**config.mk**
```make
export PLATFORM = sky130hd
export DESIGN_NAME = srtf_scheduler_unit
export DESIGN_NICKNAME = d
export VERILOG_FILES = /design/src/design/srtf_pkg.sv /design/src/design/srtf_scheduler_unit.sv /design/src/design/srtf_cell.sv
export SDC_FILE = /design/constraint.sdc
export NUM_CORES = 2
export LEC_CHECK = 0
export ABC_AREA = 1
export BUFFER_PORTS_ARGS = -buffer_cell sky130_fd_sc_hd__buf_4
export CORE_UTILIZATION = 40
export CTS_CLUSTER_DIAMETER = 40
export DETAILED_ROUTE_END_ITERATION = 10
export PLACE_DENSITY = 0.61
export RECOVER_POWER = 50
export SLEW_MARGIN = 5
export SYNTH_ARGS = -nofsm -noshare
export SYNTH_HDL_FRONTEND = slang
export SYNTH_SLANG_ARGS = --single-unit
```
**constraint.sdc**
```tcl
create_clock -name clk -period 12.4 [get_ports clk]
set_input_delay 1.24 -clock clk [delete_from_list [all_inputs] [get_ports clk]]
set_output_delay 1.24 -clock clk [all_outputs]
set_load 0.05 [all_outputs]
```
**src/design/srtf_pkg.sv**
```systemverilog
// ----------------------------------------------------------------------------
// srtf_pkg
// Shared constants and types for the shortest-remaining-time-first scheduler.
// ----------------------------------------------------------------------------
`default_nettype none

package srtf_pkg;

    localparam int NUM_ENTRIES = 8;
    localparam int IDX_W       = (NUM_ENTRIES > 1) ? $clog2(NUM_ENTRIES) : 1;
    localparam int CNT_W       = $clog2(NUM_ENTRIES + 1);
    localparam int CMP_W       = (CNT_W > 3) ? CNT_W : 3;

    localparam int TIME_W      = 16;
    localparam int SUM_W       = 24;

    localparam int IN_TDATA_W  = 40;
    localparam int OUT_TDATA_W = 104;

    localparam logic KIND_LOAD = 1'b0;
    localparam logic KIND_TICK = 1'b1;

    // candidate handed from cell to cell
    typedef struct packed {
        logic              valid;
        logic [IDX_W-1:0]  idx;
        logic [TIME_W-1:0] rem;
        logic [TIME_W-1:0] arr;
        logic [TIME_W-1:0] bur;
    } cand_t;

    // per-cell control from the sequencer
    typedef struct packed {
        logic              load;
        logic              dec;
        logic [TIME_W-1:0] arrival;
        logic [TIME_W-1:0] burst;
        logic [TIME_W-1:0] now;
    } cell_ctl_t;

endpackage

`default_nettype wire

```
**src/design/srtf_scheduler_unit.sv**
```systemverilog
// ----------------------------------------------------------------------------
// srtf_scheduler_unit
// Preemptive shortest-remaining-time-first scheduler over a row of job cells.
// ----------------------------------------------------------------------------
//  channel  dir  signals                          beat
//  s_axis   in   s_tvalid s_tready s_tdata s_tuser one load or one tick
//  m_axis   out  m_tvalid m_tready m_tdata         one result per input beat
//
//  Load: the cell is written, then the result register is loaded.
//  Tick: SCAN while the candidate walks the cell row one hop a cycle, then APPLY and REPORT.
//  One item at a time; the next input beat is taken once the result is loaded.
//  A stalled result holds the output register; the block waits in REPORT.
//  rst_n clears all entries, the tick counter and both sums.
// ----------------------------------------------------------------------------
`default_nettype none

module srtf_scheduler_unit (
    input  wire                                  clk,
    input  wire                                  rst_n,
    input  wire                                  s_tvalid,
    output logic                                 s_tready,
    // [2:0] entry_index, [18:3] arrival_time, [34:19] burst_time
    input  wire [srtf_pkg::IN_TDATA_W-1:0]       s_tdata,
    // [0] kind
    input  wire                                  s_tuser,
    output logic                                 m_tvalid,
    input  wire                                  m_tready,
    // [2:0] ran_index, [3] idle, [4] completed, [20:5] turnaround,
    // [36:21] waiting, [60:37] wait_total, [84:61] turnaround_total,
    // [85] all_done, [101:86] current_tick
    output logic [srtf_pkg::OUT_TDATA_W-1:0]     m_tdata
);
    import srtf_pkg::*;

    localparam logic [1:0] ST_IDLE   = 2'd0;
    localparam logic [1:0] ST_SCAN   = 2'd1;
    localparam logic [1:0] ST_APPLY  = 2'd2;
    localparam logic [1:0] ST_REPORT = 2'd3;

    logic [1:0]        state_reg, state_next;
    logic [CNT_W-1:0]  cnt_reg, cnt_next;
    logic [TIME_W-1:0] tick_reg, tick_next;
    logic [SUM_W-1:0]  wsum_reg, wsum_next;
    logic [SUM_W-1:0]  tsum_reg, tsum_next;

    logic [2:0]        res_ran_reg;
    logic              res_idle_reg;
    logic              res_done_reg;
    logic [TIME_W-1:0] res_turn_reg;
    logic [TIME_W-1:0] res_wait_reg;
    logic [TIME_W-1:0] res_now_reg;

    logic              out_valid_reg;
    logic [OUT_TDATA_W-1:0] out_data_reg;

    logic              in_fire;
    logic              in_kind;
    logic [2:0]        in_idx;
    logic [TIME_W-1:0] in_arr;
    logic [TIME_W-1:0] in_bur;
    logic              load_ok;

    cand_t             seed;
    cand_t             chain [NUM_ENTRIES];
    logic [NUM_ENTRIES-1:0] busy;
    cell_ctl_t         ctl [NUM_ENTRIES];
    cand_t             win;

    logic [TIME_W:0]   finish;
    logic [TIME_W:0]   turn_full;
    logic [TIME_W-1:0] turn_sat;
    logic [TIME_W-1:0] wait_val;
    logic [SUM_W:0]    wsum_add;
    logic [SUM_W:0]    tsum_add;
    logic              win_done;
    logic              out_free;

    assign in_fire  = s_tvalid && s_tready;
    assign in_kind  = s_tuser;
    assign in_idx   = s_tdata[2:0];
    assign in_arr   = s_tdata[18:3];
    assign in_bur   = s_tdata[34:19];
    assign load_ok  = CMP_W'(in_idx) < CMP_W'(NUM_ENTRIES);
    assign s_tready = (state_reg == ST_IDLE);
    assign seed     = '0;
    assign win      = chain[NUM_ENTRIES-1];
    assign out_free = !out_valid_reg || m_tready;

    genvar g;
    generate
        for (g = 0; g < NUM_ENTRIES; g++)
        begin : g_cell
            always_comb
            begin
                ctl[g].load    = in_fire && (in_kind == KIND_LOAD) && load_ok &&
                                 (IDX_W'(in_idx) == IDX_W'(g));
                ctl[g].dec     = (state_reg == ST_APPLY) && win.valid &&
                                 (win.idx == IDX_W'(g));
                ctl[g].arrival = in_arr;
                ctl[g].burst   = in_bur;
                ctl[g].now     = tick_reg;
            end

            srtf_cell u_cell (
                .clk      (clk),
                .rst_n    (rst_n),
                .cell_idx (IDX_W'(g)),
                .ctl      (ctl[g]),
                .cand_in  ((g == 0) ? seed : chain[(g == 0) ? 0 : g-1]),
                .cand_out (chain[g]),
                .busy     (busy[g])
            );
        end
    endgenerate

    always_comb
    begin
        finish    = {1'b0, tick_reg} + (TIME_W+1)'(1);
        turn_full = finish - {1'b0, win.arr};
        turn_sat  = turn_full[TIME_W] ? '1 : turn_full[TIME_W-1:0];
        wait_val  = (turn_sat > win.bur) ? (turn_sat - win.bur) : '0;
        wsum_add  = {1'b0, wsum_reg} + (SUM_W+1)'(wait_val);
        tsum_add  = {1'b0, tsum_reg} + (SUM_W+1)'(turn_sat);
        win_done  = win.valid && (win.rem == TIME_W'(1));
    end

    always_comb
    begin
        state_next = state_reg;
        cnt_next   = cnt_reg;
        tick_next  = tick_reg;
        wsum_next  = wsum_reg;
        tsum_next  = tsum_reg;
        case (state_reg)
            ST_IDLE:
            begin
                if (in_fire)
                begin
                    cnt_next   = '0;
                    state_next = (in_kind == KIND_TICK) ? ST_SCAN : ST_REPORT;
                end
            end
            ST_SCAN:
            begin
                cnt_next = cnt_reg + CNT_W'(1);
                if (cnt_reg == CNT_W'(NUM_ENTRIES - 1))
                begin
                    state_next = ST_APPLY;
                end
            end
            ST_APPLY:
            begin
                if (win_done)
                begin
                    wsum_next = wsum_add[SUM_W] ? '1 : wsum_add[SUM_W-1:0];
                    tsum_next = tsum_add[SUM_W] ? '1 : tsum_add[SUM_W-1:0];
                end
                if (tick_reg != '1)
                begin
                    tick_next = tick_reg + TIME_W'(1);
                end
                state_next = ST_REPORT;
            end
            ST_REPORT:
            begin
                if (out_free)
                begin
                    state_next = ST_IDLE;
                end
            end
            default:
            begin
                state_next = ST_IDLE;
            end
        endcase
    end

    always_ff @(posedge clk or negedge rst_n)
    begin
        if (!rst_n)
        begin
            state_reg     <= ST_IDLE;
            cnt_reg       <= '0;
            tick_reg      <= '0;
            wsum_reg      <= '0;
            tsum_reg      <= '0;
            out_valid_reg <= 1'b0;
        end
        else
        begin
            state_reg <= state_next;
            cnt_reg   <= cnt_next;
            tick_reg  <= tick_next;
            wsum_reg  <= wsum_next;
            tsum_reg  <= tsum_next;
            if ((state_reg == ST_REPORT) && out_free)
            begin
                out_valid_reg <= 1'b1;
            end
            else if (m_tready)
            begin
                out_valid_reg <= 1'b0;
            end
        end
    end

    always_ff @(posedge clk)
    begin
        if (in_fire)
        begin
            res_ran_reg  <= '0;
            res_idle_reg <= 1'b1;
            res_done_reg <= 1'b0;
            res_turn_reg <= '0;
            res_wait_reg <= '0;
            res_now_reg  <= tick_reg;
        end
        else if (state_reg == ST_APPLY)
        begin
            res_ran_reg  <= win.valid ? 3'(win.idx) : 3'd0;
            res_idle_reg <= !win.valid;
            res_done_reg <= win_done;
            res_turn_reg <= win_done ? turn_sat : '0;
            res_wait_reg <= win_done ? wait_val : '0;
        end
        if ((state_reg == ST_REPORT) && out_free)
        begin
            out_data_reg <= {2'b00, res_now_reg, ~(|busy), tsum_reg, wsum_reg,
                             res_wait_reg, res_turn_reg, res_done_reg,
                             res_idle_reg, res_ran_reg};
        end
    end

    assign m_tvalid = out_valid_reg;
    assign m_tdata  = out_data_reg;

    a_done_not_idle: assert property (@(posedge clk) disable iff (!rst_n)
        (m_tvalid && m_tdata[4]) |-> !m_tdata[3])
        else $error("completion reported on an idle beat");

    a_tick_monotonic: assert property (@(posedge clk) disable iff (!rst_n)
        ##1 (tick_reg >= $past(tick_reg)))
        else $error("tick counter went backwards");

    a_sums_monotonic: assert property (@(posedge clk) disable iff (!rst_n)
        ##1 ((wsum_reg >= $past(wsum_reg)) && (tsum_reg >= $past(tsum_reg))))
        else $error("running sum went backwards");

    a_tick_only_on_apply: assert property (@(posedge clk) disable iff (!rst_n)
        (state_reg != ST_APPLY) |=> $stable(tick_reg))
        else $error("tick moved outside apply");

endmodule

`default_nettype wire

```
**src/design/srtf_cell.sv**
```systemverilog
// ----------------------------------------------------------------------------
// srtf_cell
// One job entry: holds arrival, burst and remaining time, and merges its own
// bid with the candidate from its left neighbor, one hop per cycle.
// ----------------------------------------------------------------------------
`default_nettype none

module srtf_cell (
    input  wire                     clk,
    input  wire                     rst_n,
    input  wire [srtf_pkg::IDX_W-1:0] cell_idx,
    input  srtf_pkg::cell_ctl_t     ctl,
    input  srtf_pkg::cand_t         cand_in,
    output srtf_pkg::cand_t         cand_out,
    output logic                    busy
);
    import srtf_pkg::*;

    logic [TIME_W-1:0] arr_reg, arr_next;
    logic [TIME_W-1:0] bur_reg, bur_next;
    logic [TIME_W-1:0] rem_reg, rem_next;
    cand_t             cand_reg, cand_next;
    logic              eligible;

    always_comb
    begin
        arr_next = arr_reg;
        bur_next = bur_reg;
        rem_next = rem_reg;
        if (ctl.load)
        begin
            arr_next = ctl.arrival;
            bur_next = ctl.burst;
            rem_next = ctl.burst;
        end
        else if (ctl.dec)
        begin
            rem_next = rem_reg - TIME_W'(1);
        end
    end

    assign eligible = (arr_reg <= ctl.now) && (rem_reg != '0);

    always_comb
    begin
        cand_next = cand_in;
        if (eligible && (!cand_in.valid || (rem_reg < cand_in.rem)))
        begin
            cand_next.valid = 1'b1;
            cand_next.idx   = cell_idx;
            cand_next.rem   = rem_reg;
            cand_next.arr   = arr_reg;
            cand_next.bur   = bur_reg;
        end
    end

    always_ff @(posedge clk or negedge rst_n)
    begin
        if (!rst_n)
        begin
            arr_reg  <= '0;
            bur_reg  <= '0;
            rem_reg  <= '0;
            cand_reg <= '0;
        end
        else
        begin
            arr_reg  <= arr_next;
            bur_reg  <= bur_next;
            rem_reg  <= rem_next;
            cand_reg <= cand_next;
        end
    end

    assign cand_out = cand_reg;
    assign busy     = (rem_reg != '0);

    a_cand_has_work: assert property (@(posedge clk) disable iff (!rst_n)
        cand_reg.valid |-> (cand_reg.rem != '0))
        else $error("candidate with no remaining work");

    a_dec_only_busy: assert property (@(posedge clk) disable iff (!rst_n)
        (ctl.dec && !ctl.load) |-> (rem_reg != '0))
        else $error("decrement of an idle entry");

    a_dec_steps_one: assert property (@(posedge clk) disable iff (!rst_n)
        (ctl.dec && !ctl.load) |=> (rem_reg == $past(rem_reg) - TIME_W'(1)))
        else $error("remaining time did not step by one");

endmodule

`default_nettype wire
```
Yosys cells after proc, flatten, opt, wreduce, memory -nomap -nowiden --
Index checks and enable logic that the tools add are counted.
Storage, ports and cells: word-level logic and storage cells 252, input port bits 45, bits in registers 1026, output and inout bits 106
Operators by class: equality and inequality tests 23, reduce and logical (&&, ||, !) cells 79, bitwise operators 2, order comparisons 16, add/subtract/negate cells 15, multiplexer cells 40
Operators by type and width (number):
- 52-bit 2-to-1 mux | 8
- 16-bit 2-to-1 mux | 20
- 16-bit less-or-equal comparator | 8
- 16-bit nonzero test | 8
- 16-bit by 1-bit subtractor with 16-bit output, second input constant | 8
- 16-bit < comparator | 7
- 24-bit by 16-bit adder with 25-bit output | 2
- 24-bit 2-to-1 mux | 2
- 1-bit logical AND | 36
- 3-bit == test, second input constant | 8
- 2-bit nonzero test | 10
- 16-bit by 1-bit adder with 17-bit output, second input constant | 1
- 17-bit by 16-bit subtractor with 17-bit output | 1
- 16-bit by 1-bit adder with 16-bit output, second input constant | 1
- 16-bit by 1-bit == test with 1-bit output, second input constant | 1
- 16-bit > comparator | 1
- 16-bit != test, second input constant | 1
- 16-bit subtractor | 1
- 3-bit by 2-bit == test with 1-bit output, second input constant | 4
- 1-bit logical NOT | 9
- 1-bit logical OR | 8
- 2-bit 2-to-1 mux | 4
- 2-bit one-hot mux with 4 select lines | 1
- 4-bit one-hot mux with 2 select lines | 1
- other kinds (16) | 24

Logic depth before layout (Yosys ltp) --
word-level depth 7, gate-level depth with buffers 40, gate-level depth less buffers 39

Cells and area by module --
Synthesis repeated with hierarchy kept, for this count alone.
Second synthesis, totals: cell total of the unflattened synthesis 6269, area total of the unflattened synthesis 52515.4 µm²
Modules (own cells, without submodules):
- srtf_cell at g_cell[0].u_cell ... | cells an instance 602, area an instance 4984.8 µm², seq. area each 2502.4 µm², times used 7
- srtf_scheduler_unit | cells an instance 1454, area an instance 12599.6 µm², seq. area each 6060.8 µm², times used 1
- srtf_cell at g_cell[2].u_cell | cells an instance 601, area an instance 5022.3 µm², seq. area each 2502.4 µm², times used 1

Worst setup path before layout --
No wires, ideal clock.
path kind input to register, start point input m_tready, end point register out_data_reg[0] (netlist: m_tdata[0]), enable pin, buffers on the path 0, stages 2, data arrival time 6.175 ns, setup time 0.596 ns, required time 11.804 ns, path slack 5.629 ns, cell sequence inv_1 > a21oi_1
On the way: word-level cells in the longest chain between the ends 2
RTL lines:
- start, declared | RTL line srtf_scheduler_unit.sv:27 | input wire m_tready,
- 1-bit logical OR | RTL line srtf_scheduler_unit.sv:87 | assign out_free = !out_valid_reg || m_tready;
- 1-bit logical AND | RTL line srtf_scheduler_unit.sv:226 | if ((state_reg == ST_REPORT) && out_free)
- end signal, assigned | RTL line srtf_scheduler_unit.sv:228 | out_data_reg <= {2'b00, res_now_reg, ~(|busy), tsum_reg, wsum_reg,
- end, declared | RTL line srtf_scheduler_unit.sv:54 | logic [OUT_TDATA_W-1:0] out_data_reg;
No other way between the ends. A chain may end at the register's enable or synchronous reset.

==> results.toml <==
[min_path]
min_path_cells = 0
hold_end = "m_tdata[91]$_DFFE_PP_"
hold_class = "reg2reg"
hold_start = "res_now_reg[5]$_DFFE_PP_"

[setup_path]
r2r_end = "wsum_reg[21]$_DFFE_PN0P_"
reg2reg_slack_ps = 6010
crit_fanout = 169
ff2ff_path_depth = 33
critical_path_class = "in2async"
r2r_start = "tick_reg[1]$_DFFE_PN0P_"
critPathRequiredTime_ps = 13120
endpoint_kind = "async pin"
cp.arrival_ps = 8170
worst_setup_path_start_kind = "input port"
crit_start = "rst_n"

[clocking]
cts_tree = "done"
post_cts_resized = 0
hold_buffers = 0
h-tree-depth = 4
root_buffer = "clkbuf_16"
cts_buffers = 142
cts_buffer_depth = 3
insertion_delay_ps = 770
clock_sinks = 1019
cts_setup_buffers = 0
path_clk_slew_ps = 60

[pwr]
vdd.ir_drop.worst_uv = 271
p_leak_nw = 28.9
p_per_area_nw_per_um2 = 299
power_mw = 17.2

[die]
start_util_pct = 40.6
die_w_um = 357
die_y_um = 357
rows = 129
ios = 151
core_um2 = 124000
die_area_um2 = 127000

[cells_and_area]
nNetsFinal = 6322
seqCellArea_um2 = 25900
n_fill_cell = 12109
largest_reg_flops = 409
final_cell_area_um2 = 57400
layout-drive-gt1-share_pct = 6.78
final_cell_mix = "1906 x nand2_1, 864 x dfrtp_1, 568 x inv_1"
area_growth_pct = 13.9
multi_input_area_um2 = 21200
layout_commonest_cell = "nand2_1"

[global_route]
grt_pass1_wl_um = 208000
track_usage_pct = 20.7
gr-total-overflow = 0
grt_max_degree = 170
grt_pass1_vias = 37774
antenna_found_initial = 2

[synth]
ys_seq_elements = 1019
synthAdderAreaFrac_pct = 8.25
yosysTopAreaCell = "dfrtp_1"
synth_top_family_by_area = "simple AND/OR/NAND/NOR gates"
synth_area_um2 = 50400
synth_seq_area_share_pct = 51.4
synth-compound-area-share_pct = 7.71
synth_top_area_share_pct = 42.9
syn_inst = 5826
synth_area_leaders = "dfrtp_1 43%, nand2_1 14%, ha_1 8.1%, edfxtp_1 7.0%, nand3_1 5.1%"
synthArstFlopShare_pct = 84.8
synth_edf_count = 118
synth-simple-area-share_pct = 24.1
avgSynthCellArea_um2 = 8.65
yosysUniqueCellTypes = 58
ys_warn_count = 0
synth_xor_area_share_pct = 1.82
synth.mux.area_fraction_pct = 0
synth_flop_cell = "dfrtp_1"

[sta]
report.final.slew_viol_count = 903
rsz0062_at_grt = "no"
timing.hold.ws_ps = 414
fin_crit_ps = 7450
hold_viol_final = 0
skew_ps = 26.2
fin_crit_sh_pct = 60.1
fmax_mhz = 134
worstMarginPinSlew_ps = 5070
timing.setup.tns_ps = 0
slew_headroom_pct = -238
setup_viol = 0

[placed_design]
dp_hpwl_um = 95100
portBuffers = 143
place_congestion = 0.882
dpl-instance-area_um2 = 52800

[routing]
drt-pass1-iter-count = 6
wl_per_cell_um = 16.9
drc = 0
postRouteAntennaNets = 0
vias_per_cell = 5.02
routed_wl_um = 130000
vias = 38665
drtIter0Drc = 3032

[outcome]
violations = "capacitance limit, slew limit"
status = "finished, violations left"

[flow_run]
max_cap_viol_count = 16
==> critical path: stages <==
cell and delay [ps]:
clkbuf_1 3480, clkbuf_1 2560, buf_12 550
==> cell usage after synthesis (23+ instances only) <==
library cell,number
ha_1,326
nand3_1,511
dfxtp_1,37
clkbuf_1,56
inv_1,567
nor2_1,306
xor2_1,71
a21oi_1,210
edfxtp_1,118
xnor2_1,34
inv_2,26
buf_4,24
o21ai_0,228
o211ai_1,67
dfrtp_1,864
nand4_1,35
nand3b_1,23
nor3_1,30
o221ai_1,36
buf_2,88
nand2_1,1903
==> routing by layer <==
metal  vias up  track usage, %  share of wire (%)
met5         -               0                  0
met4         0            7.14                2.8
met3       252            3.21                4.8
met2       939            34.0                 47
met1     18258            27.8                 45
li1      19216               -                  -
==> cells by family (layout without fill, tap and decap cells) <==
logic type                 count (synthesis)  in the layout
xor gates and xnor gates                 105            105
DFF                                     1019           1019
other                                      1              4
buffers and inverters                    806           1040
adders and majority gates                330            330
AOI/OAI and AO/OA                        658            658
and+or+nand+nor                         2907           2907
==> cell type report <==
type / instances / share of cell area [%]
antenna: 2 / 0.00872
clock buffer: 176 / 6.84
clock inverter: 82 / 2.01
inverter: 596 / 3.90
multi-input combinational: 4002 / 36.9
sequential: 1019 / 45.1
tap: 1637 / 3.57
timing repair buffer: 186 / 1.66
==> metrics by stage <==
step | util [%] | setup WS [ps] | cells
2_1_floorplan | - | 5630 | 5827
3_3_place_gp | 42.5 | 6100 | 7440
3_5_place_dp | 42.5 | 6000 | 7440
4_1_cts | 46.6 | 5970 | 7698
5_1_grt | 46.2 | 3570 | 7699
6_report | 46.2 | 4950 | 7700
==> power breakdown <==
part           leakage (nW)  internal [mW]  switching (mW)  total (mW)
Clock                  2.46           2.73            1.57        4.31
Sequential             12.6           4.62           0.720        5.34
Combinational          13.8           2.28            5.25        7.53
==> worst max-delay path by stage <==
stage	to	slack [ps]	cells after the start
2_1_floorplan	m_tdata[0]$_DFFE_PP_	5630	2
3_3_place_gp	wsum_reg[20]$_DFFE_PN0P_	6100	33
3_5_place_dp	wsum_reg[20]$_DFFE_PN0P_	6000	33
4_1_cts	wsum_reg[20]$_DFFE_PN0P_	5970	33
5_1_grt	g_cell[4].u_cell.cand_out[47]$_DFF_PN0_	3570	2
6_report	g_cell[6].u_cell.rem_reg[6]$_DFFE_PN0P_	4950	3
Power figures use the tool's default switching activity.
